[config.mk]
export PLATFORM = sky130hd
export DESIGN_NAME = odtw_ctrl
export DESIGN_NICKNAME = d
export VERILOG_FILES = /design/src/odtw_pkg.sv /design/src/odtw_ctrl.sv
export SDC_FILE = /design/constraint.sdc
export NUM_CORES = 1
export LEC_CHECK = 0
export BUFFER_PORTS_ARGS = -buffer_cell sky130_fd_sc_hd__clkbuf_2
export CORE_AREA = 2 2 39 41
export CTS_CLUSTER_DIAMETER = 150
export DETAILED_ROUTE_END_ITERATION = 8
export DIE_AREA = 0 0 41 43
export PLACE_DENSITY = 0.55
export SETUP_SLACK_MARGIN = 0.3
export SLEW_MARGIN = 0
export SYNTH_ARGS = -nofsm -noshare
export SYNTH_HDL_FRONTEND = slang
export SYNTH_SLANG_ARGS = --single-unit
export TNS_END_PERCENT = 100
[constraint.sdc]
create_clock -name clock -period 1.3 [get_ports clock]
set_input_delay 0.325 -clock clock [delete_from_list [all_inputs] [get_ports clock]]
set_output_delay 0.325 -clock clock [all_outputs]
set_load 0.02 [all_outputs]
[src/odtw_pkg.sv]
// Shared types and constants of the online warping score follower.
package odtw_pkg;

   localparam int FUNC_W   = 2;
   localparam int NOTE_W   = 8;
   localparam int ENTRY_W  = 10;
   localparam int POS_W    = 10;
   localparam int REPORT_W = 11;
   localparam int COST_W   = 32;
   localparam int LEN_W    = 11;
   localparam int CSR_AW   = 3;
   localparam int CSR_DW   = 32;

   localparam logic [FUNC_W-1:0] FUNC_LOAD   = 2'd0;
   localparam logic [FUNC_W-1:0] FUNC_RESET  = 2'd1;
   localparam logic [FUNC_W-1:0] FUNC_STEP   = 2'd2;
   localparam logic [FUNC_W-1:0] FUNC_UNUSED = 2'd3;

   // Register index, taken from the word address of the configuration port.
   localparam logic REG_SCORE_LENGTH = 1'b0;

   localparam logic [LEN_W-1:0] SCORE_LENGTH_RESET = 11'd1;

   typedef struct packed {
      logic capture;   // latch the accepted input word
      logic score_wr;  // write the latched note into the score store
      logic clear_wr;  // clear one cost entry and advance the sweep
      logic step_rd;   // read one score and cost entry for the row update
      logic res_load;  // move the result into the output register
   } odtw_cmd_type;

   typedef struct packed {
      logic last_full; // sweep counter at the last entry of the store
      logic last_len;  // sweep counter at the last entry of the row in use
      logic pipe_busy; // row update still has entries in flight
      logic out_free;  // output register can take a word this cycle
   } odtw_stat_type;

endpackage

[src/odtw_ctrl.sv]
// Controller state machine that sequences load, clear and row update passes.
module odtw_ctrl (
   input  logic                          clock,
   input  logic                          reset,
   input  logic                          req_valid,
   input  logic [odtw_pkg::FUNC_W-1:0]   req_func,
   input  odtw_pkg::odtw_stat_type       stat,
   output odtw_pkg::odtw_cmd_type        cmd,
   output logic                          req_stall
);

   localparam logic [2:0] ST_INIT  = 3'd0;
   localparam logic [2:0] ST_IDLE  = 3'd1;
   localparam logic [2:0] ST_LOAD  = 3'd2;
   localparam logic [2:0] ST_CLEAR = 3'd3;
   localparam logic [2:0] ST_STEP  = 3'd4;
   localparam logic [2:0] ST_DRAIN = 3'd5;
   localparam logic [2:0] ST_FIN   = 3'd6;

   logic [2:0] state_ff;
   logic [2:0] state_in;

   always_comb begin
      state_in = state_ff;
      cmd      = '0;
      unique case (state_ff)
         ST_INIT: begin
            cmd.clear_wr = 1'b1;
            if (stat.last_full) begin
               state_in = ST_IDLE;
            end
         end
         ST_IDLE: begin
            if (req_valid) begin
               cmd.capture = 1'b1;
               unique case (req_func)
                  odtw_pkg::FUNC_LOAD:   state_in = ST_LOAD;
                  odtw_pkg::FUNC_RESET:  state_in = ST_CLEAR;
                  odtw_pkg::FUNC_STEP:   state_in = ST_STEP;
                  odtw_pkg::FUNC_UNUSED: state_in = ST_FIN;
                  default:               state_in = ST_FIN;
               endcase
            end
         end
         ST_LOAD: begin
            cmd.score_wr = 1'b1;
            state_in     = ST_FIN;
         end
         ST_CLEAR: begin
            cmd.clear_wr = 1'b1;
            if (stat.last_full) begin
               state_in = ST_FIN;
            end
         end
         ST_STEP: begin
            cmd.step_rd = 1'b1;
            if (stat.last_len) begin
               state_in = ST_DRAIN;
            end
         end
         ST_DRAIN: begin
            if (!stat.pipe_busy) begin
               state_in = ST_FIN;
            end
         end
         ST_FIN: begin
            cmd.res_load = stat.out_free;
            if (stat.out_free) begin
               state_in = ST_IDLE;
            end
         end
         default: begin
            state_in = ST_INIT;
         end
      endcase
   end

   always_ff @(posedge clock) begin
      if (reset) begin
         state_ff <= ST_INIT;
      end else begin
         state_ff <= state_in;
      end
   end

   assign req_stall = (state_ff != ST_IDLE);

endmodule

==> summary.txt <==
Outcome
  • Run status: finished, violations left
  • Failing checks: negative setup slack

Drt
  • DRC: 0
  • Post-DRT Antenna Nets: 0
  • Routed length per instance: approximately 10 um
  • Initial drt markers: 4
  • Detailed-route via count: 370
  • Routed vias/inst: between 4 and 5
  • Post-Route WL: 833 um
  • Drt pass-1 iters: 3

STA
  • Slew HR: 0.788
  • Final worst path period need: around 1.5 ns
  • Max frequency: approximately 670 MHz
  • Crit path setup slack, layout: -0.196 ns
  • Final Cycle Share: 1.15
  • Final setup vio count: 9
  • Clock skew: between 0.003 and 0.004 ns
  • Final hold vios: 0
  • RSZ-0062 raised after global routing: yes
  • Slew Limit Fails: 0
  • Setup TNS: -1.02 ns
  • Worst slew pin tran: roughly 0.31 ns

Clock tree
  • Max clock buf depth: 2
  • Clock tree from TritonCTS: yes
  • Clock tree root buffer cell: clkbuf_4
  • Htree depth: 1
  • Worst-skew pair later-pin latency: ~0.23 ns
  • Num CTS Buffers: 3
  • Sink Count: 3
  • Worst-path clk slew: 0.04 ns

Synth
  • Most common cell in the netlist: inv_1
  • Synth top area share: 0.211
  • Commonest cells post-synth: inv_1 (4), a21oi_1 (3), dfxtp_1 (3), nand2_1 (3), nor2_1 (3)
  • Synth area leaders: dfxtp_1 (21%), a21oi_1 (5.3%), inv_1 (5.3%)
  • Post-Syn Area per Cell: around 7.5 um^2
  • Fraction of the mapped netlist area in simple logic gates: 0.307
  • Synth cell types: 24
  • Post-synthesis mux area share: 0.0351
  • Synthesized flop and latch total: 3
  • Synth async-reset ratio: 0
  • Syn. warnings: 0
  • Compound-cell area share of the yosys netlist: 0.320
  • EDFF count, synth: 0
  • Syn Nets: between 40 and 50
  • Register area share after synthesis: 0.211
  • Synth Instances: 38
  • Area leader, netlist: dfxtp_1
  • Largest family of logic cells by synthesized area: compound AO/OA/AOI/OAI gates
  • Synth Area in XOR/XNOR: 0
  • Synth Flop Type: dfxtp_1
  • Post-Synth Adder-Cell Area: 0
  • Post-Syn Area: between 200 and 300 um^2

Power
  • Power per standard cell area: ~2000 nW/um^2
  • P_sw: roughly 0.00051 W
  • Clock power share: 0.123
  • Overall power: about 0.0013 W
  • Sequential share of power: 0.161
  • Switching portion of total power: 0.387
  • Maximum VDD drop: roughly 0.56 mV
  • Leakage: ~0.28 nW
  • Cell-internal power: roughly 0.00080 W
  • Comb pwr share: 0.717

GRT
  • Overflow after GRT: 0
  • Met1 Use GR: 0.103
  • Largest net degree at the start of global routing: 10
  • GR peak layer: met2
  • M3 GR Usage: 0.0366
  • All-Layer GR Usage: 0.110
  • Initial antenna violation count: 0
  • First-pass GRT wire length: 1.27 mm
  • Number of global-route vias before repair: around 330
  • Met2 Track Usage GR: 0.184

Worst setup path
  • Worst EP arrival: approximately 1.2 ns
  • CP Class: flip-flop to output port
  • Reg2reg path depth: 6
  • Startpoint Class: flip-flop
  • R2R Setup Slk: -0.10 ns
  • Critical path fanouts, max: 3
  • Critical Path End Type: output port
  • Worst endpoint required time: around 1 ns

Run
  • Max-cap viol count: 0

Final layout
  • Largest reg by FF count: state_ff
  • Fraction of layout cells with a size suffix above 1: 0.687
  • Number of diodes: 0
  • # nets final: 77
  • Top flop regs: state_ff x3
  • Layout area overhead: 128%
  • Max reg flops: 3

Floorplanning
  • Die footprint: approximately 1800 um^2
  • Core area: 1380 um^2
  • Initial core utilization: 0.206
  • Io pins: 15
  • Die height: between 40 and 50 um
  • Die W: just over 40 um
  • Row count: 14

Min path
  • Hold Path Class: primary input to flip-flop
  • WHS Path Cells: 2

Place
  • Buffers on Ports: 14
  • Gpl congestion: ~0.77
  • DPL Wire Length: about 630 um
what timing repair did:
| item | 4_1_cts | 5_1_grt |
|---|---|---|
| hold buffers | 0 | 0 |
| setup endpoints to repair | 9 | 9 |
| buffers inserted | 5 | 2 |
| pin swaps | 6 | 1 |
| gates resized for setup | 19 | 6 |
placed cells by master (no fill, tap or decap), drive strengths merged:
| master | netlist | routed |
|---|---|---|
| buf | 3 | 18 |
| clkbuf | 0 | 14 |
| nand2 | 3 | 3 |
| nor2 | 3 | 3 |
| inv | 4 | 3 |
| a21oi | 3 | 3 |
| dfxtp | 3 | 3 |
| nor3 | 2 | 2 |
| nand3 | 2 | 2 |
| o21ai | 2 | 2 |
| clkinvlp | 0 | 1 |
| nand3b | 1 | 1 |
| or2 | 1 | 1 |
| mux2i | 1 | 1 |
| a21boi | 1 | 1 |
| nand4bb | 1 | 1 |
| or3 | 1 | 1 |
| o211ai | 1 | 1 |
| o221a | 1 | 1 |
| a31oi | 1 | 1 |
| and3b | 1 | 1 |
| a21o | 1 | 1 |
| o311ai | 1 | 1 |
| o2bb2ai | 1 | 1 |
cell type report:
| cell class | count | area (um^2) |
|---|---|---|
| multi-input cells | 28 | 253 |
| fillers | 131 | 733 |
| inverters | 4 | 18.8 |
| flip-flops and latches | 3 | 68.8 |
| well taps | 16 | 20.0 |
| repair buffers | 28 | 264 |
| clock buffers | 4 | 26.3 |
kinds of logic after synthesis:
| kind of cell | Yosys count |
|---|---|
| flops | 3 |
| compound gates | 12 |
| simple gates | 15 |
| buf+inv | 7 |
| mux | 1 |
stage by stage:
step	hold slack [ns]	utilization	std cells	cell area (um^2)	worst slack (ns)
finish	0.325	0.470	83	651	-0.196
global route	0.335	0.470	83	651	-0.250
CTS	0.328	0.450	81	623	-0.210
detailed placement	0.578	0.353	72	488	-0.0413
global placement	0.587	0.353	72	488	-0.0316
floorplan	0.413	-	38	367	0.0954
power groups by stage:
stage | Combinational [W] | Clock, W | Sequential (W)
after floorplan | 0.000561 | 0 | 0.000150
after global placement | 0.000700 | 0 | 0.000202
after detailed placement | 0.000703 | 0 | 0.000203
after CTS | 0.000875 | 0.000168 | 0.000210
after global routing | 0.00101 | 0.000177 | 0.000221
final | 0.000937 | 0.000161 | 0.000210
critical path: stages, from the launching register on:
cell	delay (ns)
dfxtp_2	0.32
buf_6	0.11
or2_4	0.25
a21oi_4	0.13
buf_8	0.12
layer usage:
layer,part of all wire,up-vias
li1,-,194
met1,0.41,167
met2,0.55,9
met3,0.044,0
met4,0,0
met5,0,-
final timing paths:
path | startpoint | endpoint
setup / recovery | state_ff[1]$_SDFFE_PP0P_ | cmd[2]
hold reg to reg | state_ff[0]$_SDFFE_PP0P_ | state_ff[1]$_SDFFE_PP0P_
setup reg to reg | state_ff[1]$_SDFFE_PP0P_ | state_ff[2]$_SDFFE_PP0P_
hold / removal | reset | state_ff[1]$_SDFFE_PP0P_
Power figures use the tool's default switching activity.
